**src/design/hvd_pkg.sv**
```systemverilog
// hvd_pkg: fixed-point constants, cell word types and the arctangent table
// for the haversine distance pipeline. No dependencies.
package hvd_pkg;

    localparam int ANG_W      = 34;
    localparam int SQ_W       = 64;
    localparam int MAG_W      = 33;
    localparam int SQRT_STEPS = 32;

    localparam logic [SQ_W-1:0]  ONE_Q30       = 64'd1073741824;
    localparam logic [MAG_W-1:0] PI_Q30        = 33'd3373259426;
    localparam logic [MAG_W-1:0] HALF_PI_Q30   = 33'd1686629713;
    localparam logic [30:0]      RAD_SCALE     = 31'd2012227627;
    localparam logic [ANG_W-1:0] CORDIC_GAIN   = 34'd652032874;

    typedef struct packed {
        logic signed [ANG_W-1:0] x;
        logic signed [ANG_W-1:0] y;
        logic signed [ANG_W-1:0] z;
    } cordic_t;

    typedef struct packed {
        logic [SQ_W-1:0] n;
        logic [SQ_W-1:0] r;
    } sqrt_t;

    function automatic logic signed [ANG_W-1:0] atan_q30(input int unsigned i);
        logic signed [ANG_W-1:0] v;
        case (i)
            0:  v = 34'sd843314857;
            1:  v = 34'sd497837829;
            2:  v = 34'sd263043837;
            3:  v = 34'sd133525159;
            4:  v = 34'sd67021687;
            5:  v = 34'sd33543516;
            6:  v = 34'sd16775851;
            7:  v = 34'sd8388437;
            8:  v = 34'sd4194283;
            9:  v = 34'sd2097149;
            10: v = 34'sd1048576;
            11: v = 34'sd524288;
            12: v = 34'sd262144;
            13: v = 34'sd131072;
            14: v = 34'sd65536;
            15: v = 34'sd32768;
            16: v = 34'sd16384;
            17: v = 34'sd8192;
            18: v = 34'sd4096;
            19: v = 34'sd2048;
            20: v = 34'sd1024;
            21: v = 34'sd512;
            22: v = 34'sd256;
            23: v = 34'sd128;
            24: v = 34'sd64;
            25: v = 34'sd32;
            26: v = 34'sd16;
            27: v = 34'sd8;
            28: v = 34'sd4;
            29: v = 34'sd2;
            30: v = 34'sd1;
            default: v = 34'sd0;
        endcase
        return v;
    endfunction

endpackage

```
**src/design/hvd_sqrt_cell.sv**
```systemverilog
// hvd_sqrt_cell: one registered digit step of the floor integer square root.
// Depends on hvd_pkg.
module hvd_sqrt_cell #(
    parameter int K = 0
) (
    input  logic          clk,
    input  hvd_pkg::sqrt_t d_in,
    output hvd_pkg::sqrt_t d_out
);
    localparam int W = hvd_pkg::SQ_W;
    localparam logic [W-1:0] BIT = 64'd1 << (62 - 2 * K);

    logic [W-1:0] trial;
    hvd_pkg::sqrt_t q_reg, q_next;

    assign trial = d_in.r + BIT;

    always_comb
    begin
        if (d_in.n >= trial)
        begin
            q_next.n = d_in.n - trial;
            q_next.r = (d_in.r >> 1) + BIT;
        end
        else
        begin
            q_next.n = d_in.n;
            q_next.r = d_in.r >> 1;
        end
    end

    always_ff @(posedge clk)
    begin
        q_reg <= q_next;
    end

    assign d_out = q_reg;
endmodule

```
**config.mk**
```make
export PLATFORM = sky130hd
export DESIGN_NAME = hvd_sqrt_cell
export DESIGN_NICKNAME = d
export VERILOG_FILES = /design/src/design/hvd_pkg.sv /design/src/design/hvd_sqrt_cell.sv
export SDC_FILE = /design/constraint.sdc
export NUM_CORES = 1
export LEC_CHECK = 0
export ABC_CLOCK_PERIOD_IN_PS = 4300
export BUFFER_PORTS_ARGS = -buffer_cell sky130_fd_sc_hd__buf_2
export CAP_MARGIN = 25
export CELL_PAD_IN_SITES_DETAIL_PLACEMENT = 0
export CELL_PAD_IN_SITES_GLOBAL_PLACEMENT = 1
export CORE_MARGIN = 4
export CORE_UTILIZATION = 30
export CTS_CLUSTER_DIAMETER = 50
export DETAILED_ROUTE_END_ITERATION = 10
export PLACE_DENSITY_LB_ADDON = 0.25
export SLEW_MARGIN = 20
export SYNTH_ARGS = -nofsm -noshare
export SYNTH_HDL_FRONTEND = slang
export SYNTH_SLANG_ARGS = --single-unit
```
**constraint.sdc**
```tcl
create_clock -name clk -period 4.3 [get_ports clk]
set_input_delay 0.86 -clock clk [delete_from_list [all_inputs] [get_ports clk]]
set_output_delay 0.86 -clock clk [all_outputs]
set_load 0.05 [all_outputs]
```
==> results.yml <==
die:
  die_x_um: 164
  ios: 257
  dieArea_mm2: 0.0270
  die_h_um: 164
  num_rows: 56
  start_util: 0.309
  core_mm2: 0.0238
synthesis:
  ys_seq_area_frac: 0.350
  synth_top_cell_by_area: "dfxtp_1"
  synth_warnings: 0
  synth_cells: 885
  syn-cell-area_mm2: 0.00733
  avgSynthCellArea_um2: 8.28
  synth_top_area_frac: 0.350
  synthDistinctLibCells: 58
  ys_ff_latch: 128
  synthTopCellsByArea: "dfxtp_1 (35%), ha_1 (11%), a21oi_1 (7.6%)"
  postSynth.asyncResetShare: 0
  synth_flop_cell: "dfxtp_1"
  synth_fp_nets: 1079
  synth_edf_count: 0
setup_path:
  crit_chain: "buf_2 > inv_1 > ha_1 > fa_1 > nand2b_1 > a21oi_1 > o41ai_1 > buf_4 > nor4bb_1 > nor3_2 > o21ai_1 > o41ai_4 > buf_12 > mux2_2"
  cp.required_ps: 4610
  path_class: "in -> reg"
  crit_path_end_kind: "register"
  cp_max_fo: 60
  cp_slowest_stage_delay_ps: 570
  worst-path-buf-inv: 4
  cp_data_arrival_time_ps: 4120
  critPathSlowestCell: "o41ai_4"
  cp_top_family: "compound AO/OA/AOI/OAI gates"
  path_depth: 14
  start_kind: "primary input"
job:
  maxCapViolCount: 0
clocking:
  root_buffer: "clkbuf_16"
  cts_setup_buffers: 0
  cts_resized: 0
  cts_buffers: 17
  max-clock-path-buffers: 2
  htreeDepth: 4
  clock_sinks: 128
  cts_tree: "done"
  cts-hold-fix-buffers: 0
  clk_pin_slew_ps: 70
place:
  place_inst: 1438
  dp_hpwl_mm: 18.6
  gp_congestion: 0.828
  port_buffers: 256
timing:
  fin_tns_setup_ps: 0
  slew_viol_final: 0
  rsz0062_at_grt: "false"
  finalCriticalPeriod_ps: 3810
  setup_viol: 0
  fin_crit_sh: 0.887
  slew_headroom: 0.615
  max_freq_ghz: 0.262
  finalHoldViolCount: 0
  worstMarginPinSlew_ps: 571
detailed_routing:
  drt_iter0_drc: 239
  wl_met2_mm: 10.1
  num_vias: 6997
  m1WireLength_mm: 10.7
  highest_layer: "met5"
  ant_nets: 0
  drcViolationCount: 0
  vias_per_cell: 4.76
  firstDrtPassIters: 4
  finalWirelength_mm: 23.0
  wl_per_cell_um: 15.7
  dr_wl_met3_mm: 1.76
layout:
  drive_gt1_frac: 0.280
  diodes: 0
  fin_nets: 1332
  area_growth_pct: 31.4
  stdcell_count: 1470
  fill_cells: 2492
  largest_reg_flops: 128
hold_path:
  hp-class: "in -> reg"
  min_path_cells: 1
grt:
  overflow: 0
  grt_pass1_wl_mm: 35.6
  grt_max_degree: 61
  antenna_found_initial: 3
  grt_pass1_vias: 6922
  grt_use_total: 0.165
power_and_ir_drop:
  p_leak_nw: 4.83
  power.density_mw_per_mm2: 477
  irDropWorstVdd_mv: 0.203
status:
  status: "finished clean"
==> synth_stat cells, types with 2 or more instances <==
master and number:
buf_2 11, mux2_2 10, a21o_1 49, and4_1 3, inv_1 78, nand3_1 14, o31a_1 5, nor3_1 11
a21boi_0 5, dfxtp_1 128, a211oi_1 4, a211o_1 2, o22ai_1 2, o21bai_1 11, o21a_1 7, o21ai_0 40
o21ai_1 3, nor4b_1 2, mux2_1 4, xor2_1 20, xnor2_1 36, o211ai_1 7, or2_2 4, o41ai_1 2
a41oi_1 5, nor2_1 82, clkbuf_1 25, a21oi_1 111, and3_1 13, and2_1 10, nand2_1 52, and4b_1 2
ha_1 64, nor2b_1 10, o31ai_1 2, nand4_1 18, nand2b_1 3, a31oi_1 7, or3_1 4
==> report_power, final <==
group | switching, mW | total, mW | internal, mW
clock network | 0.586 | 1.59 | 1.00
registers | 0.0346 | 1.38 | 1.34
logic | 1.13 | 1.63 | 0.495
total | 1.75 | 4.59 | 2.84
==> kinds of logic after synthesis <==
logic type,synth area share
adder cells (fa/ha/maj),0.112
flip-flops,0.350
XOR/XNOR,0.0669
buffers and inverters,0.0610
multiplexers,0.0229
AO/OA/AOI/OAI,0.233
AND/OR/NAND/NOR,0.155
==> metal layers <==
layer,track usage,vias up
met3,0.0459,35
met1,0.222,3121
li1,-,3614
met5,0,-
met4,0.0507,6
met2,0.259,221
==> metrics by stage <==
step            util  setup slack (ps)  hold WS, ps  total power [mW]  cell area, um^2
2_1_floorplan      -               716          888              2.60             7330
3_3_place_gp   0.379               119          977              3.04             8990
3_5_place_dp   0.379              41.7          978              3.03             8990
4_1_cts        0.405               483          532              4.65             9630
5_1_grt        0.405               284          532              4.83             9630
6_report       0.405               486          546              4.59             9630
==> layout make-up <==
cell class | instances | area [um^2] | area share
Inverter | 78 | 293 | 0.0304
Tap cell | 319 | 399 | 0.0415
Sequential cell | 128 | 2560 | 0.266
Timing Repair Buffer | 271 | 1420 | 0.147
Multi-Input combinational cell | 642 | 4320 | 0.449
Clock buffer | 19 | 453 | 0.0470
Clock inverter | 13 | 184 | 0.0191
==> path summary, 6_finish.rpt <==
check,from,end,slack (ps)
setup / recovery,d_in[64],d_out[100],490
hold / removal,d_in[57],d_out[56],550
==> cells in the final DEF (no fill, tap or decap), drive strengths merged, types with 5 or more instances in the layout <==
cell | netlist | routed
mux2 | 14 | 14
xor2 | 20 | 20
and2 | 10 | 10
nand2 | 52 | 52
and3 | 13 | 13
nor2 | 82 | 82
nand4 | 18 | 18
o21a | 7 | 7
clkbuf | 26 | 19
o211ai | 7 | 7
o21ai | 43 | 43
dfxtp | 128 | 128
o31a | 5 | 5
a21oi | 111 | 111
ha | 64 | 64
xnor2 | 36 | 36
a31oi | 7 | 7
o21bai | 11 | 11
nor3 | 12 | 12
a21boi | 5 | 5
inv | 78 | 80
a41oi | 5 | 5
buf | 11 | 271
a21o | 49 | 49
nand3 | 14 | 14
nor2b | 10 | 10
No activity file was read; power rests on OpenSTA's default activity.
