===== src/design/hvd_pkg.sv =====
// hvd_pkg: fixed-point constants, cell word types and the arctangent table
// for the haversine distance pipeline. No dependencies.
package hvd_pkg;

    localparam int ANG_W      = 34;
    localparam int SQ_W       = 64;
    localparam int MAG_W      = 33;
    localparam int SQRT_STEPS = 32;

    localparam logic [SQ_W-1:0]  ONE_Q30       = 64'd1073741824;
    localparam logic [MAG_W-1:0] PI_Q30        = 33'd3373259426;
    localparam logic [MAG_W-1:0] HALF_PI_Q30   = 33'd1686629713;
    localparam logic [30:0]      RAD_SCALE     = 31'd2012227627;
    localparam logic [ANG_W-1:0] CORDIC_GAIN   = 34'd652032874;

    typedef struct packed {
        logic signed [ANG_W-1:0] x;
        logic signed [ANG_W-1:0] y;
        logic signed [ANG_W-1:0] z;
    } cordic_t;

    typedef struct packed {
        logic [SQ_W-1:0] n;
        logic [SQ_W-1:0] r;
    } sqrt_t;

    function automatic logic signed [ANG_W-1:0] atan_q30(input int unsigned i);
        logic signed [ANG_W-1:0] v;
        case (i)
            0:  v = 34'sd843314857;
            1:  v = 34'sd497837829;
            2:  v = 34'sd263043837;
            3:  v = 34'sd133525159;
            4:  v = 34'sd67021687;
            5:  v = 34'sd33543516;
            6:  v = 34'sd16775851;
            7:  v = 34'sd8388437;
            8:  v = 34'sd4194283;
            9:  v = 34'sd2097149;
            10: v = 34'sd1048576;
            11: v = 34'sd524288;
            12: v = 34'sd262144;
            13: v = 34'sd131072;
            14: v = 34'sd65536;
            15: v = 34'sd32768;
            16: v = 34'sd16384;
            17: v = 34'sd8192;
            18: v = 34'sd4096;
            19: v = 34'sd2048;
            20: v = 34'sd1024;
            21: v = 34'sd512;
            22: v = 34'sd256;
            23: v = 34'sd128;
            24: v = 34'sd64;
            25: v = 34'sd32;
            26: v = 34'sd16;
            27: v = 34'sd8;
            28: v = 34'sd4;
            29: v = 34'sd2;
            30: v = 34'sd1;
            default: v = 34'sd0;
        endcase
        return v;
    endfunction

endpackage


===== src/design/hvd_vec_cell.sv =====
// hvd_vec_cell: one registered CORDIC vectoring step (arctangent row).
// Depends on hvd_pkg.
module hvd_vec_cell #(
    parameter int IDX = 0
) (
    input  logic            clk,
    input  hvd_pkg::cordic_t d_in,
    output hvd_pkg::cordic_t d_out
);
    localparam int W = hvd_pkg::ANG_W;
    localparam logic signed [W-1:0] ANGLE = hvd_pkg::atan_q30(IDX);

    logic signed [W-1:0] xs, ys, zs, dx, dy;
    hvd_pkg::cordic_t q_reg, q_next;

    assign xs = d_in.x;
    assign ys = d_in.y;
    assign zs = d_in.z;
    assign dx = ys >>> IDX;
    assign dy = xs >>> IDX;

    always_comb
    begin
        if (!ys[W-1])
        begin
            q_next.x = xs + dx;
            q_next.y = ys - dy;
            q_next.z = zs + ANGLE;
        end
        else
        begin
            q_next.x = xs - dx;
            q_next.y = ys + dy;
            q_next.z = zs - ANGLE;
        end
    end

    always_ff @(posedge clk)
    begin
        q_reg <= q_next;
    end

    assign d_out = q_reg;
endmodule


===== config.mk =====
export PLATFORM = sky130hd
export DESIGN_NAME = hvd_vec_cell
export DESIGN_NICKNAME = d
export VERILOG_FILES = /design/src/design/hvd_pkg.sv /design/src/design/hvd_vec_cell.sv
export SDC_FILE = /design/constraint.sdc
export NUM_CORES = 1
export LEC_CHECK = 0
export ABC_AREA = 1
export BUFFER_PORTS_ARGS = -buffer_cell sky130_fd_sc_hd__buf_2
export CAP_MARGIN = 30
export CORE_MARGIN = 2
export CORE_UTILIZATION = 40
export DETAILED_ROUTE_END_ITERATION = 6
export GPL_TIMING_DRIVEN = 0
export PLACE_DENSITY = 0.71
export SKIP_LAST_GASP = 1
export SLEW_MARGIN = 20
export SYNTH_ARGS = -nofsm -noshare
export SYNTH_HDL_FRONTEND = slang
export SYNTH_SLANG_ARGS = --single-unit

===== constraint.sdc =====
create_clock -name clk -period 5.6 [get_ports clk]
set_input_delay 1.12 -clock clk [delete_from_list [all_inputs] [get_ports clk]]
set_output_delay 1.12 -clock clk [all_outputs]
set_load 0.005 [all_outputs]

==> run summary, run 1 <==
Slew Viols, Final: 0
CTS tree: done
number of flops mapped to enable cells by yosys: 0
leakage power: 7.09 nW
Synth-to-Final Area Change: 16.0%
Syn Std Cell Area: 0.0113 sq mm
Final Cell Area: 0.0131 sq mm
DP Area: 0.0127 sq mm
Vias per Instance: 5.27
most common library cell in the layout ignoring fill and taps: nand2_1
count of different cell masters after synthesis: 44
final worst slack: 1.54 ns
PostCTS Resize Cnt: 0
worst slew pin tran: 1.06 ns
hpwl dp: 36000 microns
global-route wire length before repair: 66000 microns
WL met3: 3130 microns
Largest register FFs: 101
Routed WL: 43100 microns
Peak Freq: 247 MHz
Final period util: 72.4%
post-route antenna net violation count: 0
vias in the first global route: 12600
crit path launch type: input port
Syn Area/Cell: 5.93 sq um
critical path's slowest cell: o21ai_0
H-Tree Depth: 3
Sequential Power Share: 30.8%
slew margin rel.: 29.6%
Total GRT Usage: 29.3%
most frequent cells in the layout: 559 x nand2_1, 274 x inv_1, 217 x buf_2, 183 x nand3_1, 162 x nor2_1
CTS Sinks: 101
power after layout: 2.89 mW
Top-Level Pins: 205
crit path time final: 4.06 ns
Sw Share: 43.3%
Hold Vio Cnt, Final: 0
drt first-iter violations: 1311
Final Wtd Congestion: 0.951
grt total ovfl: 0
power share of the combinational group: 45.5%
Longest Clk Path Bufs: 2
min-delay worst type: in -> reg
YS warnings: 0
RSZ-0062 raised after global routing: false
overall die height: 172 microns
Final Core Density: 47.0%
Syn Nets: 2138
largest driver fanout on the critical path: 24
clk slew on worst S/H paths: 0.09 ns
Met1 Wirelength: 19000 microns
CP arrival: 4.33 ns
status: completed
PwrDens: 221 mW/mm^2
residual DRC count: 0
max cap viols: 0
TritonCTS Buffers: 9
Peak VDD IR: 0.000130 V
Critical Path RT: 5.87 ns
crit-path cells: buf_2 > buf_2 > inv_2 > buf_2 > ha_1 > nand2_1 > nor2_1 > nand2_1 > o21ai_0 > nand2_1 > nor2_1 > nor2_1 > nand2_1 > nand2_1
Hold Buf Count CTS: 0
core area: 0.0278 sq mm
Int Power: 1.64 mW
Mapped Cells: 1899
largest net degree at the start of global routing: 25
Post-synth ARST share: 0%
die area: 0.0295 sq mm
fin cells: 2498
share of cells above drive strength 1: 13.0%
Largest stage delay, worst path: 0.61 ns
clock power share: 23.8%
post-detailed-route wirelength per cell: 17.2 microns
NumNets Final: 2353
ys flop type: dfxtp_1
first-pass iteration count of the detailed router: 6
antenna violations before repair: 0
crit-path most repeated cell: nand2_1
starting density of the core: 40.5%
flops & latches, synth: 101
Core Rows: 61
Sw Pwr: 1.25 mW
setup TNS: 0 ns
Vias: 13200
Clock Tree Root: clkbuf_16
post-CTS setup buffer count: 0
CP Capture Type: flop
Die W: 172 microns
Seq/Total Area, Yosys: 18.0%
number of buffers inserted by port buffering: 204
met2 WL post-DR: 19600 microns
setup violators final: 0
DR top layer: met4
Placed Cells: 2481
dpl ws: 1.20 ns
Fin Hold WS: 1.03 ns
CP Class: in -> reg
## power by group through the flow
stage	clock network, mW	logic [mW]	registers, mW
2_1_floorplan	0	0.767	0.929
3_3_place_gp	0	1.28	0.903
3_5_place_dp	0	1.28	0.905
4_1_cts	0.697	1.29	0.891
5_1_grt	0.724	1.46	0.903
6_report	0.686	1.31	0.888
## cell families after synthesis
logic type      count (synthesis)  share of synthesized area, %
xor+xnor                       46                          3.58
mux                             1                        0.0889
simple gates                  975                          36.2
compound gates                319                          15.1
fa+ha+maj                     136                          15.4
buf+inv                       321                          11.6
flops                         101                          18.0
## layout make-up
class                      instances  area [sq um]
multi-input combinational       1477          7930
timing repair buffer             204          1020
clock buffer                       9           225
sequential                       101          2020
buffer                            45           272
tap                              378           473
fill                            3084         14700
clock inverter                     7          81.3
antenna                            1          2.50
inverter                         276          1040
## critical path, delay by kind of cell
kind,cells,cell delay [ns]
buf+inv,4,1.26
compound gates,1,0.61
fa+ha+maj,1,0.47
simple gates,8,0.84
## Yosys cell counts, drive strengths merged, types with 2 or more instances
library cell | n | area share (%)
nand2 | 564 | 19
inv | 276 | 9.2
nand3 | 185 | 8.3
nor2 | 166 | 5.7
a21oi | 160 | 7.1
ha | 132 | 15
o21ai | 117 | 5.3
dfxtp | 101 | 18
xor2 | 40 | 3.1
buf | 39 | 2.2
nor3 | 23 | 1.2
nand4 | 18 | 1.0
o21bai | 17 | 1.1
o22ai | 7 | 0.39
clkbuf | 6 | 0.20
nand3b | 6 | 0.40
nor4 | 6 | 0.39
o21a | 6 | 0.40
xnor2 | 6 | 0.47
fa | 4 | 0.71
a31oi | 3 | 0.17
and2 | 3 | 0.17
o211ai | 3 | 0.20
or2 | 3 | 0.17
a21boi | 2 | 0.13
a21o | 2 | 0.13
## worst paths after layout
check	from	end	slack (ns)	cells past startpoint
worst max-delay path	d_in[67]	d_out[21]	1.54	14
worst min-delay path	d_in[68]	d_out[68]	1.03	3
## per-layer routing
metal  vias to the layer above  GRT usage, %
li1                       6532             -
met1                      5947          38.3
met2                       590          49.3
met3                        84          3.54
met4                         0          10.9
met5                         -             0
Power figures use the tool's default switching activity.
==> inputs of run 2 (changes only) <==
- clock period: 5.6 -> 4 ns (I/O delays scaled with it)
==> run 2 against run 1 <==
Clock-buffer cell count did not move. Routed wire length fell by 0.13%. The run now ends with design-rule violations left. Clock power rose by 40%. Global-route usage did not move. Hold slack got worse by 0.32 ns. Cell area barely moved.
==> run summary, run 2 (synthesized netlist as in run 1, its figures left out) <==
drt first-iter violations: 1311
overall die height: 172 microns
Levels on crit path: 15
post-route antenna net violation count: 0
Core Rows: 61
crit-path cells: buf_2 > buf_2 > inv_2 > clkbuf_4 > ha_1 > a21oi_1 > nand2_1 > nand2_1 > nand2_1 > a21oi_1 > o21ai_0 > nand2_1 > nand2_1 > nand2_1 > nand2_1
Peak Freq: 276 MHz
worst slew pin tran: 1.06 ns
NumNets Final: 2353
CP Capture Type: flop
Final period util: 90.6%
antenna violations before repair: 0
DP Area: 0.0127 sq mm
CP arrival: 3.89 ns
Placed Cells: 2481
share of cells above drive strength 1: 13.0%
grt total ovfl: 0
Total GRT Usage: 29.3%
PwrDens: 310 mW/mm^2
Clock Tree Root: clkbuf_16
Largest register FFs: 101
Final Core Density: 47.0%
H-Tree Depth: 3
clk slew on worst S/H paths: 0.09 ns
Slew Viols, Final: 0
fin cells: 2498
Final Wtd Congestion: 0.951
post-CTS setup buffer count: 0
violated checks: design-rule violations
crit path launch type: input port
status: complete, but fails checks
Hold Vio Cnt, Final: 0
largest net degree at the start of global routing: 25
crit-path most repeated cell: nand2_1
Top-Level Pins: 205
min-delay worst type: in -> reg
slew margin rel.: 29.4%
Final Cell Area: 0.0131 sq mm
Vias per Instance: 5.26
global-route wire length before repair: 66000 microns
die area: 0.0295 sq mm
dpl ws: -0.0775 ns
worst hold path stage count: 3
Fillers: 3084
CP Class: in -> reg
setup violators final: 0
number of buffers inserted by port buffering: 204
CTS tree: done
first-pass iteration count of the detailed router: 7
starting density of the core: 40.5%
crit path time final: 3.62 ns
Largest stage delay, worst path: 0.42 ns
Synth-to-Final Area Change: 16.0%
RSZ-0062 raised after global routing: false
final worst slack: 0.376 ns
most common library cell in the layout ignoring fill and taps: nand2_1
post-detailed-route wirelength per cell: 17.2 microns
Vias: 13100
most frequent cells in the layout: 559 x nand2_1, 274 x inv_1, 216 x buf_2, 183 x nand3_1, 162 x nor2_1
Die W: 172 microns
core area: 0.0278 sq mm
Routed WL: 43000 microns
critical path's slowest cell: ha_1
leakage power: 7.09 nW
residual DRC count: 5
TritonCTS Buffers: 9
Peak VDD IR: 0.000182 V
largest driver fanout on the critical path: 24
CTS Sinks: 101
Critical Path RT: 4.27 ns
Longest Clk Path Bufs: 2
hpwl dp: 36000 microns
max cap viols: 0
CP Buf/Inv Count: 4
Crit path max-delay family: buffers and inverters
vias in the first global route: 12600
-- run 2: changes by cell type in the layout (fill, tap and decap cells not counted) --
cell,before,now
buf_2,217,216
o21ai_1,3,4
clkbuf_4,0,1
o21ai_0,112,111
-- run 2: worst paths after layout --
check	from	end	slack, ns
worst max-delay path	d_in[67]	d_out[30]	0.38
worst min-delay path	d_in[68]	d_out[68]	0.70
-- run 2: cell type report --
cell class                      instances  area, sq um  area share [%]
Clock buffer                            9          225            1.72
Sequential cell                       101         2020            15.5
Buffer                                 45          274            2.10
Antenna cell                            1         2.50          0.0192
Clock inverter                          7         81.3           0.623
Inverter                              276         1040            7.93
Multi-Input combinational cell       1477         7930            60.7
Timing Repair Buffer                  204         1020            7.82
Tap cell                              378          473            3.62
-- run 2: power by group --
group	leakage [nW]	internal, mW	switching (mW)
clock network	0.150	0.452	0.509
logic	6.09	0.638	1.20
registers	0.852	1.20	0.0436
total	7.09	2.29	1.75
-- run 2: timing repair --
action                     CTS  global route
setup endpoints to repair    0             2
hold buffers                 0             0
resized for setup            0             2
-- run 2: through the flow --
step                TNS (ns)  power (mW)  hold slack [ns]
global placement      -0.120        3.05             1.08
floorplan                  0        2.38            0.875
global route               0        4.33            0.717
finish                     0        4.04            0.704
detailed placement    -0.209        3.06             1.08
CTS                        0        4.03            0.684
-- run 2: worst min-delay path: cells and delay by family --
kind | cells | cell delay [ns]
adders and majority gates | 1 | 0.12
buffers and inverters | 2 | 0.14
-- run 2: layer usage --
layer / vias up / routed length [microns] / part of all wire (%) / global-route usage, %
met3: 86 / 3170 / 7.4 / 3.54
met1: 5938 / 19000 / 44 / 38.3
li1: 6532 / - / - / -
met2: 579 / 19500 / 45 / 49.3
met5: - / 0 / 0 / 0
met4: 0 / 1370 / 3.2 / 10.9
==> inputs of run 3 (changes only) <==
--- a/config.mk
+++ b/config.mk
@@ -11,7 +11,9 @@
 export CORE_MARGIN = 2
 export CORE_UTILIZATION = 40
+export CTS_CLUSTER_SIZE = 30
 export DETAILED_ROUTE_END_ITERATION = 6
 export GPL_TIMING_DRIVEN = 0
 export PLACE_DENSITY = 0.71
+export RECOVER_POWER = 100
 export SKIP_LAST_GASP = 1
 export SLEW_MARGIN = 20
==> constraint.sdc (replaced) <==
create_clock -name clk -period 4 [get_ports clk]
set_input_delay 0.6 -clock clk [delete_from_list [all_inputs] [get_ports clk]]
set_output_delay 0.6 -clock clk [all_outputs]
set_load 0.005 [all_outputs]
==> run 3 against run 2 <==
The flow now finishes without violations. Via count about the same. Critical path depth down 1. Global-route usage unchanged. Sequential share of layout area up 0.15 points. Hold slack worse by 0.20 ns. Clock power about the same. Power down 0.79%. Core utilization down 0.44 points. Maximum frequency up 3.6%. Clock-buffer cell count unchanged. Combinational power down 2%. Critical endpoint is now d_out[21]. Largest cell class unchanged. Highest routed layer unchanged.
==> run summary, run 3 (synthesized netlist as in run 1, its figures left out) <==
power after layout: 4.01 mW
starting density of the core: 40.5%
Final Wtd Congestion: 0.951
TritonCTS Buffers: 9
slew margin rel.: 29.1%
Vias: 13100
largest driver fanout on the critical path: 24
CP Class: in -> reg
Routed WL: 43100 microns
Hold Vio Cnt, Final: 0
crit-path cells: buf_2 > buf_2 > inv_2 > buf_2 > ha_1 > nand2_1 > nor2_1 > nand2_1 > o21ai_0 > nand2_1 > nor2_1 > nor2_1 > nand2_1 > nand2_1
setup TNS: 0 ns
Clock Tree Root: clkbuf_16
post-route antenna net violation count: 0
Largest register FFs: 101
status: completed
CP Launch Point: d_in[67]
critical path's slowest cell: o21ai_0
most common library cell in the layout ignoring fill and taps: nand2_1
Peak Freq: 286 MHz
Die W: 172 microns
drt first-iter violations: 1293
setup violators final: 0
CP arrival: 3.77 ns
min-delay src: d_in[68]
largest net degree at the start of global routing: 25
number of buffers inserted by port buffering: 204
CTS Sinks: 101
CTS tree: done
vias in the first global route: 12600
Core Rows: 61
Top-Level Pins: 205
Synth-to-Final Area Change: 15.0%
Critical Path RT: 4.27 ns
crit path to: d_out[21]
crit path launch type: input port
Total GRT Usage: 29.3%
Slew Viols, Final: 0
Peak VDD IR: 0.000183 V
Antenna Cells: 0
post-CTS setup buffer count: 0
hpwl dp: 36000 microns
Hold Buf Count CTS: 0
overall die height: 172 microns
first-pass iteration count of the detailed router: 5
global-route wire length before repair: 66000 microns
clk slew on worst S/H paths: 0.10 ns
PostCTS Resize Cnt: 0
Levels on crit path: 14
antenna violations before repair: 0
CP Capture Type: flop
PwrDens: 310 mW/mm^2
CP Buf/Inv Count: 4
post-detailed-route wirelength per cell: 17.3 microns
min-delay worst type: in -> reg
Final Core Density: 46.6%
NumNets Final: 2353
Crit path max-delay family: buffers and inverters
grt total ovfl: 0
max cap viols: 0
H-Tree Depth: 3
leakage power: 6.87 nW
worst slew pin tran: 1.06 ns
core area: 0.0278 sq mm
RSZ-0062 raised after global routing: false
Vias per Instance: 5.26
most frequent cells in the layout: 560 x nand2_1, 274 x inv_1, 185 x nand3_1, 162 x nor2_1, 159 x a21oi_1
crit path time final: 3.50 ns
residual DRC count: 0
crit-path most repeated cell: nand2_1
Largest stage delay, worst path: 0.60 ns
die area: 0.0295 sq mm
Longest Clk Path Bufs: 2
share of cells above drive strength 1: 9.25%
Fillers: 3103
Final period util: 87.5%
[run 3: changes by cell type in the layout (fill, tap and decap cells not counted), sizes merged]
cell    delta
buf       -77
diode      -1
clkbuf    +77
[run 3: report_power, final]
group	internal, mW	switching [mW]	leakage, nW
Combinational	0.600	1.20	5.87
Sequential	1.20	0.0485	0.852
Clock	0.452	0.510	0.150
[run 3: how the worst min path moves through the flow]
stage	end	slack [ns]	cells after the start
finish	d_out[68]	0.50	3
global route	d_out[68]	0.53	3
CTS	d_out[0]	0.48	2
detailed placement	d_out[0]	0.88	2
global placement	d_out[0]	0.88	2
floorplan	d_out[0]	0.68	1
[run 3: worst min-delay path, delay by kind of cell]
| kind | cells | cell delay, ns |
|---|---|---|
| fa+ha+maj | 1 | 0.12 |
| buf+inv | 2 | 0.14 |
[run 3: per-layer routing]
metal | GRT usage (%) | vias up | share of wire (%)
met5 | 0 | - | 0
met4 | 10.9 | 0 | 3.2
met3 | 3.54 | 82 | 7.3
met2 | 49.3 | 568 | 45
met1 | 38.3 | 5962 | 44
li1 | - | 6530 | -
[run 3: area by class of cell]
type	count	area, sq um	share of cell area, %
buffer	45	268	2.07
clock buffer	9	225	1.74
clock inverter	7	81.3	0.629
inverter	276	1040	8.01
multi-input combinational	1477	7910	61.1
sequential	101	2020	15.6
tap	378	473	3.66
timing repair buffer	204	928	7.18
[run 3: through the flow]
stage               hold slack [ns]  instance area, sq um  std cells  worst slack (ns)
floorplan                     0.675                 11300       1899              1.39
global placement              0.878                 12700       2481             0.147
detailed placement            0.882                 12700       2481             0.123
CTS                           0.484                 13100       2497             0.519
global route                  0.526                 12900       2497             0.146
finish                        0.503                 12900       2497             0.501
