==> src/design/hvd_pkg.sv <==
// hvd_pkg: fixed-point constants, cell word types and the arctangent table
// for the haversine distance pipeline. No dependencies.
package hvd_pkg;

    localparam int ANG_W      = 34;
    localparam int SQ_W       = 64;
    localparam int MAG_W      = 33;
    localparam int SQRT_STEPS = 32;

    localparam logic [SQ_W-1:0]  ONE_Q30       = 64'd1073741824;
    localparam logic [MAG_W-1:0] PI_Q30        = 33'd3373259426;
    localparam logic [MAG_W-1:0] HALF_PI_Q30   = 33'd1686629713;
    localparam logic [30:0]      RAD_SCALE     = 31'd2012227627;
    localparam logic [ANG_W-1:0] CORDIC_GAIN   = 34'd652032874;

    typedef struct packed {
        logic signed [ANG_W-1:0] x;
        logic signed [ANG_W-1:0] y;
        logic signed [ANG_W-1:0] z;
    } cordic_t;

    typedef struct packed {
        logic [SQ_W-1:0] n;
        logic [SQ_W-1:0] r;
    } sqrt_t;

    function automatic logic signed [ANG_W-1:0] atan_q30(input int unsigned i);
        logic signed [ANG_W-1:0] v;
        case (i)
            0:  v = 34'sd843314857;
            1:  v = 34'sd497837829;
            2:  v = 34'sd263043837;
            3:  v = 34'sd133525159;
            4:  v = 34'sd67021687;
            5:  v = 34'sd33543516;
            6:  v = 34'sd16775851;
            7:  v = 34'sd8388437;
            8:  v = 34'sd4194283;
            9:  v = 34'sd2097149;
            10: v = 34'sd1048576;
            11: v = 34'sd524288;
            12: v = 34'sd262144;
            13: v = 34'sd131072;
            14: v = 34'sd65536;
            15: v = 34'sd32768;
            16: v = 34'sd16384;
            17: v = 34'sd8192;
            18: v = 34'sd4096;
            19: v = 34'sd2048;
            20: v = 34'sd1024;
            21: v = 34'sd512;
            22: v = 34'sd256;
            23: v = 34'sd128;
            24: v = 34'sd64;
            25: v = 34'sd32;
            26: v = 34'sd16;
            27: v = 34'sd8;
            28: v = 34'sd4;
            29: v = 34'sd2;
            30: v = 34'sd1;
            default: v = 34'sd0;
        endcase
        return v;
    endfunction

endpackage

==> src/design/hvd_rot_cell.sv <==
// hvd_rot_cell: one registered CORDIC rotation step (sine/cosine row).
// Depends on hvd_pkg.
module hvd_rot_cell #(
    parameter int IDX = 0
) (
    input  logic            clk,
    input  hvd_pkg::cordic_t d_in,
    output hvd_pkg::cordic_t d_out
);
    localparam int W = hvd_pkg::ANG_W;
    localparam logic signed [W-1:0] ANGLE = hvd_pkg::atan_q30(IDX);

    logic signed [W-1:0] xs, ys, zs, dx, dy;
    hvd_pkg::cordic_t q_reg, q_next;

    assign xs = d_in.x;
    assign ys = d_in.y;
    assign zs = d_in.z;
    assign dx = ys >>> IDX;
    assign dy = xs >>> IDX;

    always_comb
    begin
        if (!zs[W-1])
        begin
            q_next.x = xs - dx;
            q_next.y = ys + dy;
            q_next.z = zs - ANGLE;
        end
        else
        begin
            q_next.x = xs + dx;
            q_next.y = ys - dy;
            q_next.z = zs + ANGLE;
        end
    end

    always_ff @(posedge clk)
    begin
        q_reg <= q_next;
    end

    assign d_out = q_reg;
endmodule

==> config.mk <==
export PLATFORM = sky130hd
export DESIGN_NAME = hvd_rot_cell
export DESIGN_NICKNAME = d
export VERILOG_FILES = /design/src/design/hvd_pkg.sv /design/src/design/hvd_rot_cell.sv
export SDC_FILE = /design/constraint.sdc
export NUM_CORES = 1
export LEC_CHECK = 0
export CORE_ASPECT_RATIO = 1.5
export CORE_MARGIN = 2
export CORE_UTILIZATION = 55
export CTS_BUF_LIST = sky130_fd_sc_hd__clkbuf_8
export CTS_CLUSTER_DIAMETER = 30
export DETAILED_ROUTE_END_ITERATION = 12
export DONT_BUFFER_PORTS = 1
export PLACE_DENSITY_LB_ADDON = 0.12
export SYNTH_ARGS = -nofsm -noshare
export SYNTH_HDL_FRONTEND = slang
export SYNTH_SLANG_ARGS = --single-unit
==> constraint.sdc <==
create_clock -name clk -period 9.7 [get_ports clk]
set_clock_uncertainty 0.2 [all_clocks]
set_input_delay 2.425 -clock clk [delete_from_list [all_inputs] [get_ports clk]]
set_output_delay 2.425 -clock clk [all_outputs]
set_load 0.02 [all_outputs]
==> results of run 1 <==
-- synth_stat cells (all sizes together), types with 3 or more instances --
| library cell | count | area [um^2] |
|---|---|---|
| a41oi | 4 | 42.6 |
| nand3b | 4 | 30.0 |
| o31ai | 12 | 90.1 |
| and2 | 3 | 18.8 |
| o2111ai | 3 | 26.3 |
| buf | 17 | 86.3 |
| a2111oi | 6 | 71.3 |
| a211o | 5 | 43.8 |
| o21ai | 71 | 359 |
| o31a | 4 | 35.0 |
| dfxtp | 101 | 2020 |
| nand4 | 12 | 75.1 |
| nand2b | 10 | 62.6 |
| xor2 | 20 | 175 |
| clkinv | 5 | 18.8 |
| nand2 | 68 | 255 |
| nor4 | 9 | 71.3 |
| a21o | 40 | 300 |
| a31o | 5 | 43.8 |
| a221o | 5 | 50.1 |
| xnor2 | 74 | 648 |
| o21a | 8 | 60.1 |
| a221oi | 4 | 35.0 |
| a21oi | 142 | 711 |
| a21boi | 3 | 22.5 |
| or3 | 5 | 32.5 |
| a211oi | 13 | 103 |
| o22ai | 3 | 18.8 |
| o211ai | 10 | 75.1 |
| a31oi | 7 | 43.8 |
| clkbuf | 32 | 120 |
| nand3 | 14 | 70.1 |
| fa | 4 | 80.1 |
| inv | 105 | 394 |
| ha | 131 | 1640 |
| mux2i | 17 | 170 |
| o21bai | 25 | 188 |
| nor3 | 17 | 85.1 |
| nor2 | 89 | 334 |
| or4 | 3 | 22.5 |
| nor2b | 12 | 75.1 |
-- stage by stage --
step           setup WS (ns)  util (%)  instance area (um^2)
6_report                3.88      57.7                  9330
5_1_grt                 3.66      57.7                  9330
4_1_cts                 3.97      57.7                  9330
3_5_place_dp            3.58      56.4                  9140
3_3_place_gp            3.63      56.4                  9140
2_1_floorplan           4.03         -                  9070
-- path summary, 6_finish.rpt --
kind | from | end | slack, ns | cells after the start
max | d_in[33] | d_out[33] | 3.88 | 13
min | d_in[0] | d_out[0] | 1.92 | 1
-- where the power goes --
group | internal (mW) | switching [mW]
Sequential | 0.515 | 0.166
Clock | 0.104 | 0.164
Combinational | 0.190 | 0.285
-- critical path, cell delays in order --
cell       delay (ns)
inv_2            0.06
buf_4            0.61
ha_1             0.42
a21o_1           0.22
a31o_2           0.22
o211ai_1         0.36
a2111oi_0        0.24
o31ai_1          0.34
a21oi_1          0.19
a41o_1           0.28
o21a_1           0.18
o21ai_0          0.17
o2bb2ai_1        0.13
-- final cells by class --
class	instances	area, um^2
repair buffers	2	15.0
clock inverters	6	57.6
well taps	206	258
flip-flops and latches	101	2020
multi-input cells	891	6430
clock buffers	10	138
fillers	1541	6860
inverters	110	413
-- cell families after synthesis --
family | after synthesis
compound gates | 389
xor+xnor | 94
fa+ha+maj | 135
buf+inv | 159
flops | 101
mux | 18
simple gates | 255
-- routing by layer --
layer  vias to the layer above  global-route usage (%)  routed length [um]
li1                       3973                       -                   -
met1                      3755                    32.1                9770
met2                       356                    50.2               12700
met3                        91                    5.21                1600
met4                         0                    14.2                1220
met5                         -                       0                   0
==> flow_summary.ini, run 1 <==
[placed_design]
place.detailed.hpwl_um = 19900
placedCellCount = 1310
portBuffers = 0
gp_congestion = 0.985

[yosys]
ys_types = 73
synth_top_family_by_area = compound AO/OA/AOI/OAI gates
synthSimpleGateAreaFrac_pct = 13.3
synth-compound-area-share_pct = 27.6
ys_seq_area_share_pct = 22.3
synth-xor-area-share_pct = 9.07
yosys_warnings = 0
synth_fp_nets = 1389
netlist_area_mm2 = 0.00907
synthFlopType = dfxtp_1
synthMuxAreaShare_pct = 2.00
async_reset_ff_share_pct = 0
syn_inst = 1151
ys_seq_elements = 101
synth_edf_count = 0
synthAdderAreaFrac_pct = 18.9
synth.avg_cell_area_um2 = 7.88

[clock_network]
cts.sinks = 101
post-cts-setup-buffers = 0
path_clk_slew_ns = 0.11
clockBufferDepth = 2
cts_root_buf = clkbuf_8
cts_inserted_buffers = 9
cts.repair.resized = 0
cts_tree = built
ctsHoldBuffers = 0
h-tree-depth = 3

[global_route]
grt_pass1_wl_um = 39900
gr-usage-all-layers_pct = 28.5
antenna_found_initial = 0
grt_max_degree = 93
grt-ovfl-total = 0
first_global_vias = 8106

[sta]
grt_setup_unrepaired = false
finalHoldViolCount = 0
worstMarginPinSlew_ns = 0.769
final.setup.tns_ns = 0
period_share_pct = 60.0
setup-violations-final = 0
finalMaxSlewViolations = 0
hold_ws_ns = 1.92
clock.fmax_mhz = 172
maxSlewHeadroom_pct = 48.7
finalCriticalPeriod_ns = 5.82

[floorplanning]
dieWidth_um = 109
rows = 57
start_util_pct = 56.0
core-area_mm2 = 0.0162
dieHeight_um = 161
pin_count = 205
die_area_mm2 = 0.0176

[power_and_ir_drop]
ir_drop_uv = 96.5
leakagePower_nw = 4.29
powerDensity_mw_per_mm2 = 153
total_power_mw = 1.42

[critical_path]
end_kind = flop
cp-start-kind = input port
path_class = in2reg
worstPathArrival_ns = 5.95
cp_max_fo = 92
cp.required_ns = 9.83

[finish]
final_common_cell = a21oi_1
antenna_cells = 0
final_cells = 1326
final_nets = 1353
drive_above_1_share_pct = 3.04
largest_reg_flops = 101
final_cell_mix = a21oi_1 (142), ha_1 (131), inv_1 (105), dfxtp_1 (101), nor2_1 (89)
syn_to_final_growth_pct = 2.88

[drt]
wire_per_inst_um = 19.1
drc = 0
initialDrtViolationCount = 610
viasPerCell = 6.17
dr.pass1.iters = 5
routed_wl_um = 25300
vias = 8175
antenna_left = 0

[status]
outcome = finished, final reports clean

[job]
drv_cap = 0

[worst_hold_path]
hold_path_class = in2reg
Power figures use the tool's default switching activity.
==> run 2, diff against run 1 <==
- ABC_AREA: unset -> 1
- clock period: 9.7 -> 6.05 ns (I/O delays scaled with it)
==> flow_summary.ini, run 2 <==
[finish]
drive_above_1_share_pct = 3.42
num-fill-cells = 2156
final_cell_mix = nand2_1 (549), inv_1 (263), nand3_1 (177), nor2_1 (162), a21oi_1 (157)
final_common_cell = nand2_1
fin_area_mm2 = 0.0116
multi_input_area_mm2 = 0.00797
largest_reg_flops = 101
register_area_mm2 = 0.00202
antenna_cells = 0
syn_to_final_growth_pct = 2.55
final_nets = 2104

[drt]
wire_per_inst_um = 17.9
viasPerCell = 5.78
routed_wl_um = 38300
antenna_left = 0
dr.pass1.iters = 6
vias = 12332
drc = 0
initialDrtViolationCount = 939

[critical_path]
path_cells = inv_2 > ha_1 > nand2_1 > o21ai_0 > a21oi_1 > o21ai_1 > nand2_1 > nand2_1 > xor2_1
crit_top_cell = nand2_1
crit_buf_inv = 1
worstPathArrival_ns = 3.82
slowest_stage = inv_2
crit_start = d_in[33]
cp-start-kind = input port
crit_cells = 9
cp-endpoint = d_out[24]
cp_max_fo = 75
end_kind = flop
path_class = in2reg
cp.required_ns = 6.16
max_stage_delay_ns = 0.68
cp_top_family = compound AO/OA/AOI/OAI gates

[yosys]
netlist_area_mm2 = 0.0113
syn_inst = 1897
yosys_warnings = 0
async_reset_ff_share_pct = 0
ys_types = 43
synth.avg_cell_area_um2 = 5.95
post-synth-top-area-cell = nand2_1
synth_area_leaders = nand2_1 (18%), dfxtp_1 (18%), ha_1 (15%)
synth_common_cells = nand2_1 (549), inv_1 (264), nand3_1 (177), nor2_1 (162), a21oi_1 (157)
yosysTopAreaCellShare_pct = 18.3
synth_edf_count = 0
ys_seq_area_share_pct = 17.9
yosysMostFrequentCell = nand2_1
ys_seq_elements = 101
synth_fp_nets = 2135
synthFlopType = dfxtp_1

[sta]
finalMaxSlewViolations = 0
final.setup.tns_ns = 0
clock.fmax_mhz = 270
setup-violations-final = 0
worstMarginPinSlew_ns = 0.978
finalHoldViolCount = 0
finalCriticalPeriod_ns = 3.71
maxSlewHeadroom_pct = 34.7
period_share_pct = 61.3
grt_setup_unrepaired = false

[global_route]
gr-usage-all-layers_pct = 34.7
grt_pass1_wl_um = 59400
grt-ovfl-total = 0
antenna_found_initial = 0
first_global_vias = 12086
grt_max_degree = 76

[power_and_ir_drop]
p_seq_share_pct = 41.4
p_clk_share_pct = 19.2
p_sw_share_pct = 46.7
power_switching_mw = 1.15
ir_drop_uv = 130
powerDensity_mw_per_mm2 = 212
power.internal_mw = 1.31
power_frac_comb_pct = 39.4
leakagePower_nw = 6.10

[floorplanning]
dieWidth_um = 121
core-area_mm2 = 0.0203
pin_count = 205
die_area_mm2 = 0.0217
dieHeight_um = 179
rows = 64
start_util_pct = 55.7

[worst_hold_path]
hold_path_class = in2reg

[status]
outcome = finished, final reports clean

[clock_network]
cts.repair.resized = 0
post-cts-setup-buffers = 0
cts_root_buf = clkbuf_8
h-tree-depth = 3
ctsHoldBuffers = 0
cts_inserted_buffers = 9
cts_tree = built
path_clk_slew_ns = 0.11
clockBufferDepth = 2
cts.sinks = 101

[job]
drv_cap = 0

[placed_design]
portBuffers = 0
place_area_mm2 = 0.0114
place.detailed.hpwl_um = 32100
gp_congestion = 0.991
## run 2: stage by stage
| stage | util (%) | hold WS, ns | worst slack, ns | cells | power [mW] |
|---|---|---|---|---|---|
| 3_3_place_gp | 56.1 | 1.42 | 1.98 | 2119 | 1.96 |
| 3_5_place_dp | 56.1 | 1.42 | 1.92 | 2119 | 1.98 |
| 6_report | 57.2 | 0.996 | 2.34 | 2135 | 2.45 |
| 2_1_floorplan | - | 1.41 | 2.14 | 1897 | 1.73 |
| 5_1_grt | 57.2 | 0.998 | 2.09 | 2135 | 2.61 |
| 4_1_cts | 57.2 | 0.983 | 2.37 | 2135 | 2.45 |
## run 2: cells by family after synthesis
logic type	count (synthesis)	synth area share [%]
fa+ha+maj	135	15.2
flops	101	17.9
xor+xnor	46	3.57
compound gates	329	15.7
simple gates	967	36.1
buf+inv	319	11.5
## run 2: area by class of cell
class / count / share of cell area [%]
Clock inverter: 6 / 0.594
Sequential cell: 101 / 17.5
Multi-Input combinational cell: 1477 / 68.8
Inverter: 275 / 8.93
Timing Repair Buffer: 2 / 0.130
Clock buffer: 10 / 1.19
Tap cell: 264 / 2.85
## run 2: worst min-delay path by stage
stage	start	to	slack [ns]	cells after the start
3_3_place_gp	d_in[0]	d_out[0]	1.42	1
5_1_grt	d_in[33]	d_out[37]	1.0	1
4_1_cts	d_in[0]	d_out[0]	0.98	1
6_report	d_in[0]	d_out[0]	1.0	1
3_5_place_dp	d_in[0]	d_out[0]	1.42	1
2_1_floorplan	d_in[0]	d_out[0]	1.41	1
## run 2: power groups by stage
stage	Clock [mW]	Combinational, mW	Sequential [mW]
6_report	0.470	0.968	1.02
5_1_grt	0.512	1.07	1.03
4_1_cts	0.481	0.946	1.02
3_5_place_dp	0	0.942	1.04
3_3_place_gp	0	0.931	1.03
2_1_floorplan	0	0.719	1.01
## run 2: routing by layer
metal  part of all wire [%]  vias to the layer above  routed length (um)  global-route usage (%)
li1                       -                     6033                   -                       -
met1                     34                     5567               13200                    33.8
met2                     51                      559               19600                    64.4
met3                    6.5                      173                2500                    6.28
met4                    7.9                        0                3030                    24.0
met5                      0                        -                   0                       0
==> run 3, diff against run 2 <==
- clock period: 6.05 -> 3.9 ns (I/O delays scaled with it)
==> flow_summary.ini, run 3 (synthesis gave the netlist of run 2 again) <==
[status]
outcome = finished, final reports clean

[clock_network]
cts_tree = built
ctsHoldBuffers = 0
cts.sinks = 101
cts_root_buf = clkbuf_8
post-cts-setup-buffers = 0
cts_inserted_buffers = 9
path_clk_slew_ns = 0.12
h-tree-depth = 3
clockBufferDepth = 2
cts.repair.resized = 0

[sta]
worstMarginPinSlew_ns = 0.661
finalMaxSlewViolations = 0
finalHoldViolCount = 0
clock.fmax_mhz = 334
grt_setup_unrepaired = false
fin_ws_ns = 0.908
period_share_pct = 76.7
maxSlewHeadroom_pct = 55.9
final.setup.tns_ns = 0
setup-violations-final = 0
hold_ws_ns = 0.456
finalCriticalPeriod_ns = 2.99

[drt]
wire_per_inst_um = 18.3
initialDrtViolationCount = 926
dr.pass1.iters = 6
routed_wl_um = 39200
viasPerCell = 5.75
vias = 12285
drc = 0
antenna_left = 0

[finish]
drive_above_1_share_pct = 3.52
final_common_cell = nand2_1
final_cell_mix = nand2_1 (549), inv_1 (263), nand3_1 (177), nor2_1 (162), a21oi_1 (157)
antenna_cells = 0
final_nets = 2106
fin_area_mm2 = 0.0116
final_cells = 2137
largest_reg_flops = 101
syn_to_final_growth_pct = 2.52

[worst_hold_path]
hold_path_class = in2reg

[placed_design]
placedCellCount = 2121
portBuffers = 0
place.detailed.hpwl_um = 32800
place_area_mm2 = 0.0114
gp_congestion = 1.03
dp_slack_ns = 0.469

[critical_path]
worstPathArrival_ns = 3.13
cp_top_family = compound AO/OA/AOI/OAI gates
max_stage_delay_ns = 0.47
slowest_stage = inv_2
end_kind = flop
cp-endpoint = d_out[21]
crit_top_cell = nand2_1
crit_cells = 10
crit_buf_inv = 1
cp.required_ns = 4.04
path_cells = inv_2 > ha_1 > a21oi_1 > nand2_1 > a21oi_1 > o21ai_0 > nand2_1 > nor2_1 > o21bai_1 > nand2_1
crit_start = d_in[33]
cp_max_fo = 75
path_class = in2reg
cp-start-kind = input port

[power_and_ir_drop]
powerDensity_mw_per_mm2 = 327
leakagePower_nw = 6.09
ir_drop_uv = 244

[global_route]
gr-usage-all-layers_pct = 35.5
grt_max_degree = 76
grt-ovfl-total = 0
antenna_found_initial = 0
grt_pass1_wl_um = 60300
first_global_vias = 12015

[floorplanning]
die_area_mm2 = 0.0217
core-area_mm2 = 0.0203
rows = 64
dieWidth_um = 121
start_util_pct = 55.7
dieHeight_um = 179
pin_count = 205

[job]
drv_cap = 0
-- run 3: changes by cell type in the layout (fill, tap and decap cells not counted) --
cell,delta
buf_4,+2
inv_8,+2
bufinv_16,-1
clkbuf_8,-1
clkinv_2,-1
clkinvlp_4,+1
-- run 3: area by class of cell --
cell class                 count  area [um^2]
timing repair buffer           4         30.0
fill                        2117         8680
multi-input combinational   1477         7970
inverter                     275         1030
tap                          264          330
clock inverter                 7         63.8
clock buffer                   9          124
sequential                   101         2020
-- run 3: how the worst min path moves through the flow --
| stage | start | cells past startpoint | endpoint |
|---|---|---|---|
| 5_1_grt | d_in[0] | 1 | d_out[0] |
| 4_1_cts | d_in[0] | 1 | d_out[0] |
| 3_5_place_dp | d_in[0] | 1 | d_out[0] |
| 2_1_floorplan | d_in[0] | 1 | d_out[0] |
| 3_3_place_gp | d_in[0] | 1 | d_out[0] |
| 6_report | d_in[0] | 1 | d_out[0] |
-- run 3: through the flow --
stage	utilization [%]	power (mW)
detailed placement	56.2	3.07
global route	57.1	4.02
floorplan	-	2.68
global placement	56.2	3.06
finish	57.1	3.78
CTS	57.1	3.77
-- run 3: power breakdown --
group          internal [mW]  switching [mW]
registers               1.24           0.338
logic                  0.475            1.04
clock network          0.247           0.453
-- run 3: layer usage --
layer,track usage [%],wire [um],vias up
li1,-,-,6034
met1,35.2,13500,5510
met2,64.0,19700,554
met3,6.15,2560,187
met4,27.6,3440,0
met5,0,0,-
